<file path="src/rtl/ldpm_pkg.sv">
// Shared constants, widths and types for the lens distortion point mapper.
`default_nettype none
package ldpm_pkg;

  localparam int COORD_W   = 18;
  localparam int COEF_FRAC = 16;
  localparam int NORM_FRAC = 16;
  localparam int FOCAL_W   = 17;
  localparam int COEF_W    = 20;
  localparam int PIX_FRAC  = 4;
  localparam int CFG_W     = 2 * COORD_W;
  localparam int CFG_IDX_W = 3;

  localparam int DIFF_W = COORD_W + 2;
  localparam int MAG_W  = COORD_W + 1;
  localparam int QW     = NORM_FRAC + 3;
  localparam int NUM_W  = MAG_W + NORM_FRAC;
  localparam int CMP_W  = (MAG_W > FOCAL_W + 3) ? MAG_W : FOCAL_W + 3;
  localparam int XN_W   = QW + 1;

  localparam int R2_W   = 2 * QW + 2 - NORM_FRAC;
  localparam int X2_W   = 2 * QW + 1 - NORM_FRAC;
  localparam int R4_W   = 2 * R2_W - 1 - NORM_FRAC;
  localparam int R6_W   = R4_W + R2_W - 1 - NORM_FRAC;
  localparam int RAD_W  = NORM_FRAC + 26;
  localparam int FULL_W = XN_W + RAD_W;
  localparam int XD_W   = FULL_W - NORM_FRAC + 1;

  typedef enum logic [CFG_IDX_W-1:0] {
    REG_PP, REG_FX, REG_FY, REG_K1, REG_K2, REG_K3, REG_P1, REG_P2
  } reg_idx_t;

  typedef struct packed {
    logic [COORD_W-1:0]       cx;
    logic [COORD_W-1:0]       cy;
    logic [FOCAL_W-1:0]       fx;
    logic [FOCAL_W-1:0]       fy;
    logic signed [COEF_W-1:0] k1;
    logic signed [COEF_W-1:0] k2;
    logic signed [COEF_W-1:0] k3;
    logic signed [COEF_W-1:0] p1;
    logic signed [COEF_W-1:0] p2;
  } cfg_t;

endpackage
`default_nettype wire

</file>
<file path="src/rtl/ldpm_pix.sv">
// Scaling of one distorted normalized coordinate back to saturated pixels.
`default_nettype none
module ldpm_pix (
  input  var logic                              clk,
  input  var logic                              rst_n,
  input  var logic                              en,
  input  var logic                              in_vld,
  input  var logic signed [ldpm_pkg::XD_W-1:0]  nd,
  input  var logic [ldpm_pkg::FOCAL_W-1:0]      f,
  input  var logic [ldpm_pkg::COORD_W-1:0]      c,
  input  var logic                              in_flag,
  output logic                                  out_vld,
  output logic [ldpm_pkg::COORD_W-1:0]          pix,
  output logic                                  clip
);

  localparam int N    = ldpm_pkg::NORM_FRAC;
  localparam int CRW  = ldpm_pkg::COORD_W;
  localparam int XDW  = ldpm_pkg::XD_W;
  localparam int CLW  = CRW - 3 + N + 2;
  localparam int PRW  = CLW + ldpm_pkg::FOCAL_W + 1;
  localparam int SW   = PRW - N + 1;
  localparam logic signed [XDW-1:0] ND_LIM = XDW'(1) <<< (CRW - 3 + N);
  localparam logic signed [SW-1:0]  PIX_HI = (SW'(1) <<< (CRW - 1)) - SW'(1);
  localparam logic signed [SW-1:0]  PIX_LO = -(SW'(1) <<< (CRW - 1));

  logic [2:0]              vld_r;
  logic [1:0]              fl_r;
  logic signed [CLW-1:0]   ndc_r;
  logic signed [XDW-1:0]   ndc;
  logic signed [PRW-1:0]   prod_r;
  logic signed [SW-1:0]    psum;
  logic [CRW-1:0]          pix_r;
  logic                    clip_r;

  always_comb begin
    if (nd > ND_LIM) begin
      ndc = ND_LIM;
    end else if (nd < -ND_LIM) begin
      ndc = -ND_LIM;
    end else begin
      ndc = nd;
    end
    psum = SW'($signed(prod_r[PRW-1:N])) + SW'($signed({1'b0, c}));
  end

  always_ff @(posedge clk) begin
    if (en) begin
      ndc_r   <= CLW'(ndc);
      fl_r[0] <= in_flag;
      prod_r  <= ndc_r * $signed({1'b0, f});
      fl_r[1] <= fl_r[0];
      if (psum > PIX_HI) begin
        pix_r  <= PIX_HI[CRW-1:0];
        clip_r <= 1'b1;
      end else if (psum < PIX_LO) begin
        pix_r  <= PIX_LO[CRW-1:0];
        clip_r <= 1'b1;
      end else begin
        pix_r  <= psum[CRW-1:0];
        clip_r <= fl_r[1];
      end
    end
  end

  always_ff @(posedge clk) begin
    if (!rst_n) begin
      vld_r <= '0;
    end else if (en) begin
      vld_r <= {vld_r[1:0], in_vld};
    end
  end

  assign out_vld = vld_r[2];
  assign pix     = pix_r;
  assign clip    = clip_r;

endmodule
`default_nettype wire

</file>
<file path="config.mk">
export PLATFORM = sky130hd
export DESIGN_NAME = ldpm_pix
export DESIGN_NICKNAME = d
export VERILOG_FILES = /design/src/rtl/ldpm_pkg.sv /design/src/rtl/ldpm_pix.sv
export SDC_FILE = /design/constraint.sdc
export NUM_CORES = 2
export LEC_CHECK = 0
export ABC_AREA = 1
export BUFFER_PORTS_ARGS = -buffer_cell sky130_fd_sc_hd__buf_2
export CAP_MARGIN = 5
export CORE_ASPECT_RATIO = 0.5
export CORE_UTILIZATION = 60
export DETAILED_ROUTE_END_ITERATION = 7
export PLACE_DENSITY = 0.88
export SYNTH_ARGS = -nofsm -noshare
export SYNTH_HDL_FRONTEND = slang
export SYNTH_SLANG_ARGS = --single-unit
export TNS_END_PERCENT = 100
</file>
<file path="constraint.sdc">
create_clock -name clk -period 19 [get_ports clk]
set_input_delay 5.7 -clock clk [delete_from_list [all_inputs] [get_ports clk]]
set_output_delay 5.7 -clock clk [all_outputs]
set_load 0.03 [all_outputs]
</file>
== Yosys cells after proc, flatten, opt, wreduce, memory -nomap -nowiden ==
Index checks and enable logic that the tools add are counted.
W data, S select, Z words.
Cells by class
  add/subtract/negate cells: 1
  multipliers: 1
  $lt $le $gt $ge: 4
  mux-type cells: 2
  reductions and logical operators: 2
Operators with widths (count)
  $mul A33 B18 Y51: 1
  $gt A47 B33 Y1 const B: 1
  $lt A47 B32 Y1 const B: 1
  $add A35 B19 Y36: 1
  $gt A36 B18 Y1 const B: 1
  $lt A36 B18 Y1 const B: 1
  $mux W33: 1
  $mux W18: 1
  $reduce_or A2 Y1: 2
Storage, ports and cells
  flip-flop bits (word level): 108
  logic and storage cells: 17

== Depth between registers and ports, before layout ==
  depth in word-level cells: 3
  depth in mapped cells: 30

== Worst setup path before layout ==
OpenSTA, ideal clock, no wires.
  path type: input-to-reg
  from: input f[5] (netlist bit)
  to: register prod_r[48], data pin
  library setup time: 0.258 ns
  data arrival time: 10.901 ns
  required time: 18.742 ns
  setup slack: 7.842 ns
  cell stages on the path: 20
  buffers on the path: 2
  cells stage by stage: clkbuf_1 -> clkbuf_1 -> nand2_1 -> inv_1 -> fa_1 -> fa_1 -> inv_1 -> fa_1 -> fa_1 -> fa_1 -> fa_1 -> inv_1 -> ha_1 -> nand2_1 -> nor2_1 -> inv_1 -> nor4_1 -> o21ai_0 -> nand3_1 -> xor2_1
Between the ends
  longest elaborated chain between the ends: 1
Ends and longest elaborated chain
  start, declared: RTL line ldpm_pix.sv:9  | input var logic [ldpm_pkg::FOCAL_W-1:0] f,
  $mul A33 B18 Y51: RTL line ldpm_pix.sv:51  | prod_r <= ndc_r * $signed({1'b0, f});
  end signal, assigned: RTL line ldpm_pix.sv:51
  end, declared: RTL line ldpm_pix.sv:31  | logic signed [PRW-1:0] prod_r;
Every way passes these cells.
A chain may end at the register's enable or synchronous reset.

== Worst setup path in the final report ==
  from: input f[4] (netlist bit)
  to: register prod_r[48], data pin
The elaborated chain is that of the path after synthesis.

==> run_results.csv <==
group,metric,value,unit
synth,yosys-top-cells-area,"fa_1 (41%), inv_1 (15%), nand2_1 (13%)",
sta,skew,0.0388,ns
clock_network,cts-root-buf,"clkbuf_16",
worst_setup_path,worstSetupPathType,"in -> reg",
grt,grt_remaining_overflow,0,
synth,ys_seq_area_share,10.6,%
synth,ys_ff_latch,92,
synth,synth_ff_type,"edfxtp_1",
clock_network,cts_buffer_depth,2,
synth,ys_async_sr_fraction,0,%
floorplanning,core_area,42200,sq um
place,dp_hpwl,56000,um
outcome,status,"finished, final reports clean",
clock_network,h-tree-depth,3,
worst_setup_path,cp-start-kind,"primary input",
sta,rsz0062_at_grt,"false",
grt,grt_first_pass_wirelength,113000,um
sta,setup_viol,0,
finish,nNetsFinal,4105,
place,io_buffers,106,
grt,grt_usage,33.6,%
grt,grt_max_degree,70,
grt,antenna_found_initial,1,
drt,detail-route-antenna-nets,0,
floorplanning,start_util,61.2,%
synth,syn_area,25800,sq um
synth,synth_fp_nets,4123,
finish,fin_area,26900,sq um
drt,viasPerCell,5.46,
clock_network,clock-sinks,92,
worst_setup_path,cp_max_fo,33,
sta,post-route-period-util,62.8,%
synth,synth_most_common_cell,"inv_1",
finish,antenna_cells,0,
place,postPlaceCellArea,26600,sq um
sta,hold_ws,0.428,ns
sta,fmax,83.8,MHz
worst_setup_path,worstPathArrival,12.05,ns
synth,synth_cell_types,43,
clock_network,clkLatencyLatePin,0.40,ns
floorplanning,rows,53,
sta,maxSlewHeadroom,21.1,%
floorplanning,die_y,149,um
drt,drcViolationCount,0,
drt,route.vias.total,21500,
clock_network,cts-resized-gates,0,
floorplanning,dieWidth,295,um
run,drv_cap,0,
place,gp_congestion,0.990,
drt,wire_per_inst,17.9,um
synth,yosysTopAreaCell,"fa_1",
worst_setup_path,required,19.12,ns
synth,synth_top_cell_area_share,41.5,%
finish,area_delta_synth_final,3.96,%
clock_network,post_cts_buffers,0,
drt,drt_iter0_drc,2163,
worst_setup_path,end_kind,"flip-flop",
clock_network,clk_pin_slew,0.08,ns
drt,routed_wl,70300,um
synth,synth_edf_count,89,
floorplanning,die-area,43900,sq um
sta,hold_viol,0,
synth,synthCells,3366,
clock_network,postCtsHoldBufs,0,
drt,first_pass_iters,8,
synth,synth_area_per_cell,7.68,sq um
clock_network,cts_tree,"built",
sta,fin_crit,11.93,ns
synth,ys_top_cells_by_count,"inv_1 (1022), nand2_1 (906), fa_1 (535), nor2_1 (162)",
min_path,hold_path.class,"reg -> reg",
sta,fin_setup_tns,0,ns
clock_network,numCtsBuffers,9,
sta,slew_violations,0,
finish,layout-drive-gt1-share,4.56,%
sta,worst_pin_slew,1.18,ns
synth,yosys_warnings,0,
floorplanning,ios,107,
grt,grt_pass1_vias,22600,
-- worst max-delay path: stages --
cell	delay, ns
buf_2	0.65
nand2_1	0.21
inv_1	0.15
fa_1	0.56
fa_1	0.90
inv_1	0.12
fa_1	0.50
fa_1	0.58
fa_1	0.44
fa_1	0.49
inv_1	0.05
ha_1	0.36
nand2_1	0.12
nor2_1	0.22
inv_1	0.10
nor4_1	0.39
o21ai_0	0.22
nand3_1	0.18
xor2_1	0.08
-- cells in the final DEF, fill, tap and decap left out, types with 2 or more instances in the layout --
cell type and n:
nand2_2 6, ha_1 135, a31oi_1 12, o21bai_1 5
o31ai_1 2, clkbuf_16 9, nand3b_1 13, inv_6 2
nand3_1 57, fa_1 535, inv_8 2, o221ai_1 2
a211oi_1 3, nor3_1 14, buf_4 3, edfxtp_1 89
nor2_2 7, nand3_2 4, dfxtp_1 3, o21ai_2 2
nor2_1 162, a21oi_1 78, and3_1 6, xor2_1 37
inv_2 7, xnor2_1 16, buf_2 105, a21o_1 3
nor4_1 14, nand2_1 906, o21a_1 10, or2_1 2
inv_1 1022, o21ai_0 39, nand4_1 28
-- final timing paths --
kind              startpoint          to  slack [ns]  cells past startpoint
hold / removal       fl_r[0]     fl_r[1]        0.43                      0
hold reg to reg      fl_r[0]     fl_r[1]        0.43                      0
setup reg to reg   ndc_r[29]  prod_r[46]       12.12                     20
setup / recovery        f[4]  prod_r[48]        7.07                     19
-- layer usage --
layer	vias to the layer above	global-route usage (%)	part of all wire, %
met5	-	0	0
met4	0	11.1	3.5
met3	263	11.4	15
met2	1458	51.7	43
met1	10200	44.9	39
li1	9533	-	-
-- cell families (layout without fill, tap and decap cells) --
group           count (synthesis)  after routing  synth area share, %
fa+ha+maj                     670            670                 48.0
buf+inv                      1167           1153                 17.0
flops                          92             92                 10.6
xor+xnor                       53             53                 1.80
compound gates                161            161                 3.51
simple gates                 1223           1223                 19.1
-- state kept, by name (all words and copies together), names as in the netlist --
register and count:
clip 1, prod_r 35, fl_r 2, vld_r 3, pix 18, ndc_r 33
-- layout make-up --
class,count,area [sq um]
repair buffers,108,548
clock inverters,6,56.3
inverters,1030,3870
clock buffers,9,225
multi-input cells,2107,18700
flip-flops and latches,92,2730
well taps,577,722
fillers,3454,15400
-- through the flow --
step                util (%)  worst slack, ns  cells
floorplan                  -             7.84   3366
global placement        62.9             6.86   3914
detailed placement      62.9             6.81   3914
CTS                     63.6             7.20   3929
global route            63.6             6.80   3929
finish                  63.6             7.07   3929
Power is not shown: default switching activity piles up to over one toggle a cycle in this logic, so the estimate is an artifact.
