### config.mk
export PLATFORM = sky130hd
export DESIGN_NAME = ldpm_norm
export DESIGN_NICKNAME = d
export VERILOG_FILES = /design/src/rtl/ldpm_pkg.sv /design/src/rtl/ldpm_norm.sv
export SDC_FILE = /design/constraint.sdc
export NUM_CORES = 2
export LEC_CHECK = 0
export ABC_AREA = 1
export BUFFER_PORTS_ARGS = -buffer_cell sky130_fd_sc_hd__buf_2
export CAP_MARGIN = 20
export CORE_UTILIZATION = 60
export DETAILED_ROUTE_END_ITERATION = 16
export PLACE_DENSITY = 0.77
export SLEW_MARGIN = 10
export SYNTH_ARGS = -nofsm -noshare
export SYNTH_HDL_FRONTEND = slang
export SYNTH_SLANG_ARGS = --single-unit
export TNS_END_PERCENT = 5
### constraint.sdc
create_clock -name clk -period 7.4 [get_ports clk]
set_input_delay 0.74 -clock clk [delete_from_list [all_inputs] [get_ports clk]]
set_output_delay 0.74 -clock clk [all_outputs]
set_load 0.05 [all_outputs]
### src/rtl/ldpm_pkg.sv
// Shared constants, widths and types for the lens distortion point mapper.
`default_nettype none
package ldpm_pkg;

  localparam int COORD_W   = 18;
  localparam int COEF_FRAC = 16;
  localparam int NORM_FRAC = 16;
  localparam int FOCAL_W   = 17;
  localparam int COEF_W    = 20;
  localparam int PIX_FRAC  = 4;
  localparam int CFG_W     = 2 * COORD_W;
  localparam int CFG_IDX_W = 3;

  localparam int DIFF_W = COORD_W + 2;
  localparam int MAG_W  = COORD_W + 1;
  localparam int QW     = NORM_FRAC + 3;
  localparam int NUM_W  = MAG_W + NORM_FRAC;
  localparam int CMP_W  = (MAG_W > FOCAL_W + 3) ? MAG_W : FOCAL_W + 3;
  localparam int XN_W   = QW + 1;

  localparam int R2_W   = 2 * QW + 2 - NORM_FRAC;
  localparam int X2_W   = 2 * QW + 1 - NORM_FRAC;
  localparam int R4_W   = 2 * R2_W - 1 - NORM_FRAC;
  localparam int R6_W   = R4_W + R2_W - 1 - NORM_FRAC;
  localparam int RAD_W  = NORM_FRAC + 26;
  localparam int FULL_W = XN_W + RAD_W;
  localparam int XD_W   = FULL_W - NORM_FRAC + 1;

  typedef enum logic [CFG_IDX_W-1:0] {
    REG_PP, REG_FX, REG_FY, REG_K1, REG_K2, REG_K3, REG_P1, REG_P2
  } reg_idx_t;

  typedef struct packed {
    logic [COORD_W-1:0]       cx;
    logic [COORD_W-1:0]       cy;
    logic [FOCAL_W-1:0]       fx;
    logic [FOCAL_W-1:0]       fy;
    logic signed [COEF_W-1:0] k1;
    logic signed [COEF_W-1:0] k2;
    logic signed [COEF_W-1:0] k3;
    logic signed [COEF_W-1:0] p1;
    logic signed [COEF_W-1:0] p2;
  } cfg_t;

endpackage
`default_nettype wire

### src/rtl/ldpm_norm.sv
// Normalizing pipeline for one axis: offset, magnitude and a one-bit-per-stage divider.
`default_nettype none
module ldpm_norm (
  input  var logic                                 clk,
  input  var logic                                 rst_n,
  input  var logic                                 en,
  input  var logic                                 in_vld,
  input  var logic signed [ldpm_pkg::COORD_W-1:0]  coord,
  input  var logic [ldpm_pkg::COORD_W-1:0]         c,
  input  var logic [ldpm_pkg::FOCAL_W-1:0]         f,
  output logic                                     out_vld,
  output logic signed [ldpm_pkg::XN_W-1:0]         xn,
  output logic                                     ovf
);

  localparam int VLEN = ldpm_pkg::QW + 4;
  localparam int QW = ldpm_pkg::QW;
  localparam int NUM_W = ldpm_pkg::NUM_W;

  logic [VLEN-1:0]                        vld_r;
  logic signed [ldpm_pkg::DIFF_W-1:0]     d_r;
  logic [ldpm_pkg::DIFF_W-1:0]            abs_d;
  logic [ldpm_pkg::MAG_W-1:0]             mag_r;
  logic                                   neg_r;
  logic [NUM_W-1:0]                       rem_r [QW+1];
  logic [QW-1:0]                          q_r [QW+1];
  logic                                   sgn_r [QW+1];
  logic                                   ov_r [QW+1];
  logic [NUM_W:0]                         trial [QW];
  logic                                   ov_nxt;
  logic [QW-1:0]                          qv;
  logic signed [ldpm_pkg::XN_W-1:0]       xn_r;
  logic                                   ovf_r;

  always_comb begin
    abs_d  = d_r[ldpm_pkg::DIFF_W-1] ? -d_r : d_r;
    ov_nxt = (ldpm_pkg::CMP_W'(mag_r) >= (ldpm_pkg::CMP_W'(f) << 3));
    for (int j = 0; j < QW; j++) begin
      trial[j] = {1'b0, rem_r[j]} - ((NUM_W + 1)'(f) << (QW - 1 - j));
    end
    qv = ov_r[QW] ? '1 : q_r[QW];
  end

  always_ff @(posedge clk) begin
    if (en) begin
      d_r   <= $signed({{2{coord[ldpm_pkg::COORD_W-1]}}, coord}) - $signed({2'b00, c});
      mag_r <= abs_d[ldpm_pkg::MAG_W-1:0];
      neg_r <= d_r[ldpm_pkg::DIFF_W-1];
      rem_r[0] <= {mag_r, {ldpm_pkg::NORM_FRAC{1'b0}}};
      q_r[0]   <= '0;
      sgn_r[0] <= neg_r;
      ov_r[0]  <= ov_nxt;
      for (int j = 0; j < QW; j++) begin
        if (trial[j][NUM_W]) begin
          rem_r[j+1] <= rem_r[j];
          q_r[j+1]   <= q_r[j];
        end else begin
          rem_r[j+1] <= trial[j][NUM_W-1:0];
          q_r[j+1]   <= q_r[j] | (QW'(1) << (QW - 1 - j));
        end
        sgn_r[j+1] <= sgn_r[j];
        ov_r[j+1]  <= ov_r[j];
      end
      xn_r  <= sgn_r[QW] ? -$signed({1'b0, qv}) : $signed({1'b0, qv});
      ovf_r <= ov_r[QW];
    end
  end

  always_ff @(posedge clk) begin
    if (!rst_n) begin
      vld_r <= '0;
    end else if (en) begin
      vld_r <= {vld_r[VLEN-2:0], in_vld};
    end
  end

  assign out_vld = vld_r[VLEN-1];
  assign xn      = xn_r;
  assign ovf     = ovf_r;

endmodule
`default_nettype wire

# Word level (Yosys, flattened, before mapping)

Memory sizes are Yosys's and may differ from the RTL's.
Cells that the tools add are included.

Muxes and demuxes: 157
Add/sub/neg operators: 22
Bitwise operators: 38
$lt $le $gt $ge: 1

Operators with widths:

| operator                                                       | number |
|---|---|
| 35-bit 2-to-1 mux                                              | 19 |
| 19-bit 2-to-1 mux                                              | 22 |
| 1-bit 2-to-1 mux                                               | 116 |
| 1-bit OR                                                       | 38 |
| 35-bit by 17-bit subtractor with 36-bit output                 | 1 |
| 35-bit by 18-bit subtractor with 36-bit output                 | 1 |
| 35-bit by 19-bit subtractor with 36-bit output                 | 1 |
| 35-bit by 20-bit subtractor with 36-bit output                 | 1 |
| 35-bit by 21-bit subtractor with 36-bit output                 | 1 |
| 35-bit by 22-bit subtractor with 36-bit output                 | 1 |
| 35-bit by 23-bit subtractor with 36-bit output                 | 1 |
| 35-bit by 24-bit subtractor with 36-bit output                 | 1 |
| 35-bit by 25-bit subtractor with 36-bit output                 | 1 |
| 35-bit by 26-bit subtractor with 36-bit output                 | 1 |
| 35-bit by 27-bit subtractor with 36-bit output                 | 1 |
| 35-bit by 28-bit subtractor with 36-bit output                 | 1 |
| 35-bit by 29-bit subtractor with 36-bit output                 | 1 |
| 35-bit by 30-bit subtractor with 36-bit output                 | 1 |
| 35-bit by 31-bit subtractor with 36-bit output                 | 1 |
| 35-bit by 32-bit subtractor with 36-bit output                 | 1 |
| 35-bit by 33-bit subtractor with 36-bit output                 | 1 |
| 35-bit by 34-bit subtractor with 36-bit output                 | 1 |
| 35-bit by 35-bit subtractor with 36-bit output                 | 1 |
| 19-bit by 20-bit greater-or-equal comparator with 1-bit output | 1 |
| 3 further kinds                                                | 3 |

Bits of input ports: 57
Register bits after elaboration: 84
RAM bits: 1120
Word-level logic and storage cells: 229
Memories kept: 4

Memory list:

| name  | words | bits a word | rd ports | clocked after memory_dff | write ports | line            | RTL |
|---|---|---|---|---|---|---|---|
| rem_r | 20    | 35          | 19       | 0                        | 20          | ldpm_norm.sv:25 | `logic [NUM_W-1:0] rem_r [QW+1];` |
| q_r   | 20    | 19          | 20       | 0                        | 20          | ldpm_norm.sv:26 | `logic [QW-1:0] q_r [QW+1];` |
| ov_r  | 20    | 1           | 20       | 0                        | 20          | ldpm_norm.sv:28 | `logic ov_r [QW+1];` |
| sgn_r | 20    | 1           | 20       | 0                        | 20          | ldpm_norm.sv:27 | `logic sgn_r [QW+1];` |

# Depth between registers and ports, before layout

An unclocked memory read counts as a cell.

Depth after elaboration: 6
Depth in mapped cells: 19

# Least setup slack after synthesis

OpenSTA, ideal clock, no wires.

Path kind: input to register
From: input port f[0] (netlist bit)
To: memory rem_r[16][8] (netlist bit), data pin
Data required time: 7.143 ns
Arrival time: 2.964 ns
Slack: 4.179 ns
Stages: 19
Path buffers: 6
Setup time: 0.257 ns
Path through: inv_2 -> buf_6 -> buf_2 -> buf_2 -> buf_1 -> fa_1 -> nand3_1 -> nand3_2 -> nand2_1 -> nand2_2 -> nand2_1 -> nand2_2 -> nand2_2 -> nand2_1 -> nand2_2 -> buf_8 -> buf_8 -> nand2_2 -> o21ai_2

RTL lines:

| what            | line            | RTL |
|---|---|---|
| start, declared | ldpm_norm.sv:10 | `input var logic [ldpm_pkg::FOCAL_W-1:0] f,` |
| end, declared   | ldpm_norm.sv:25 |  |

==> results.cfg <==
[cts]
clk_latency_ns = 0.68
cts_sinks = 795
h-tree-depth = 3
post_cts_buffers = 0
clk_pin_slew_ns = 0.06
tritoncts = done
ctsLongestPathBuffers = 3
cts_hold_buf = 0
cts_buffers = 88
post_cts_resized = 0
cts-root-buf = clkbuf_16

[setup_path]
critPathKind = input pin to register
critPathRequiredTime_ns = 7.82
rrSetupSlack_ns = 4.23
critPathMaxStageDelay_ns = 0.66
crit_fanout = 30
worst_path_max_delay_cell = nand2_1
start_kind = input pin
cp-end-kind = register
critPathTopFamily = buffers and inverters
worstReg2RegStart = rem_r[3][16]
path_depth = 14
cp-endpoint = rem_r[3][33]
crit_path_cell_trace = buf_2 -> inv_1 -> buf_4 -> ha_1 -> a21oi_1 -> o21ai_0 -> inv_1 -> nand2_1 -> nand2_1 -> nand3_1 -> nand2_1 -> clkinv_1 -> nand2_1 -> nand2_1
crit_top_cell = nand2_1
cp-startpoint = f[10]
cp_data_arrival_time_ns = 4.23
crit_buf_inv = 5
ff2ff_path_depth = 11
timing.rr.end = rem_r[4][31]

[global_routing]
overflow = 0
grt_pass1_vias = 48390
grt_first_pass_wirelength_um = 249700
grt_max_degree = 141
grt_antenna_before_repair = 0
grt_util_all_layers_pct = 32.11

[yosys]
yosysWarnings = 0
synthDistinctLibCells = 56
syn-num-nets = 8364
ys_seq_elements = 795
syn_avg_cell_area_um2 = 7.326
ys_seq_area_share_pct = 40.61
yosysMostFrequentCell = nand2_1
syn_inst = 7944
synth_top_area_cell = edfxtp_1
synth_area_leaders = edfxtp_1 (40%), nand2_1 (20%), ha_1 (7.4%)
synth_ff_type = edfxtp_1
postSynth.asyncResetShare_pct = 0
synth_commonest_cells = nand2_1 (3,130), inv_1 (1,040), edfxtp_1 (771)
synth_top_area_share_pct = 39.78
synthesis.area_um2 = 58190
synth_edf_count = 771

[timing]
setup_tns_ns = 0
slew-limit-headroom_pct = 31.75
grt_setup_unrepaired = no
fmax_mhz = 262.3
clock_skew_ns = 0.02557
setup_viol = 0
tightest_slew_ns = 1.021
fin_crit_ns = 3.812
hold_viol = 0
fin_crit_sh_pct = 51.52
finalMaxSlewViolations = 0
fin_ws_ns = 3.588

[place]
dp_hpwl_um = 118600
port_buffers = 78
dp_slack_ns = 2.575
gp_congestion = 0.9598
placed_cells = 9199

[outcome]
outcome = complete, no violations

[layout]
diodes = 0
drive_above_1_share_pct = 4.767
layout.nets = 8445
final_cells = 9362
syn_to_final_growth_pct = 7.785

[power]
peakVddDrop_v = 0.0001879
leakagePower_uw = 0.03003
p_per_area_nw_per_um2 = 246.1

[routing]
drc = 0
vias = 51550
ant_nets = 0
postRouteWirelength_um = 159300
routed_via_density = 5.506
dr.pass1.iters = 6
drt_iter0_drc = 4294
wl_per_cell_um = 17.02

[die]
die_area_um2 = 98240
num_rows = 113
die_w_um = 313.4
start_util_pct = 60.89
coreArea_um2 = 95580
die_height_um = 313.4
ioPinCount = 79

[min_path]
worstHoldStart = in_vld
hold_class = input pin to register

[flow_run]
cap_violations = 0
-- metrics by stage --
stage | power, uW | instance area [um^2] | utilization, % | hold slack (ns)
5_1_grt | 16310 | 62730 | 65.63 | 0.3430
3_3_place_gp | 10750 | 59690 | 62.46 | 0.4005
4_1_cts | 15430 | 62700 | 65.60 | 0.3293
3_5_place_dp | 10820 | 59690 | 62.46 | 0.4045
2_1_floorplan | 9565 | 58190 | - | 0.4003
6_report | 15440 | 62730 | 65.63 | 0.3492
-- layout make-up --
class / instances / area (um^2)
clock buffer: 105 / 2370
sequential: 795 / 23630
timing repair buffer: 108 / 700.7
multi-input combinational: 5973 / 29820
inverter: 1059 / 3983
tap: 1265 / 1583
clock inverter: 57 / 638.1
fill: 8422 / 32850
-- placed cells by master (no fill, tap or decap), types with 13 or more instances in the layout --
cell type and n:
nand4_1 153, a21oi_1 271, nor3_1 88, nor2_1 701, buf_2 77, nand2_2 41, inv_2 13, nand3_2 13
o21ai_2 31, o21bai_1 22, ha_1 344, o21ai_0 295, a21o_1 16, nand3_1 407, edfxtp_1 771, clkinv_1 20
xnor2_1 182, clkbuf_16 91, clkinv_2 17, nand3b_1 39, dfxtp_1 24, buf_4 24, nand2_1 3129, inv_1 1036
fa_1 19, xor2_1 86, o21ai_1 39
-- tightest hold or removal path, cell delays in order --
cell,delay [ns]
buf_2,0.09
nor2_1,0.05
nor2_1,0.10
-- kinds of logic after synthesis --
kind of cell | count (synthesis) | share of synthesized area (%)
buf+inv | 1176 | 8.155
flops | 795 | 40.61
fa+ha+maj | 363 | 8.050
xor+xnor | 268 | 4.033
compound gates | 704 | 6.573
simple gates | 4638 | 32.58
-- sequential cells by signal, indices dropped and copies added (netlist names) --
register / count
q_r: 190
mag_r: 19
neg_r: 1
xn: 20
sgn_r: 20
ovf: 1
vld_r: 23
d_r: 20
rem_r: 481
ov_r: 20
-- worst min path at each step --
stage,endpoint,slack [ns],depth (start not counted)
finish,vld_r[0],0.35,3
global placement,q_r[2][55],0.40,0
detailed placement,ov_r[14],0.40,0
CTS,vld_r[0],0.33,3
global route,vld_r[0],0.34,3
floorplan,ov_r[10],0.40,0
-- where the power goes --
group	switching, uW	internal, uW	leakage [uW]	total, uW
Sequential	440	5640	0.00784	6080
Combinational	3150	1620	0.0207	4770
Clock	1870	2710	0.00147	4590
Total	5470	9970	0.0300	15400
-- routing by layer --
metal | GRT usage [%] | part of all wire, % | up-vias
li1 | - | - | 25910
met1 | 40.71 | 42 | 23460
met2 | 54.43 | 47 | 1755
met3 | 3.549 | 6.3 | 427
met4 | 16.25 | 5.0 | 0
met5 | 0 | 0 | -
No activity file was read; power rests on OpenSTA's default activity.
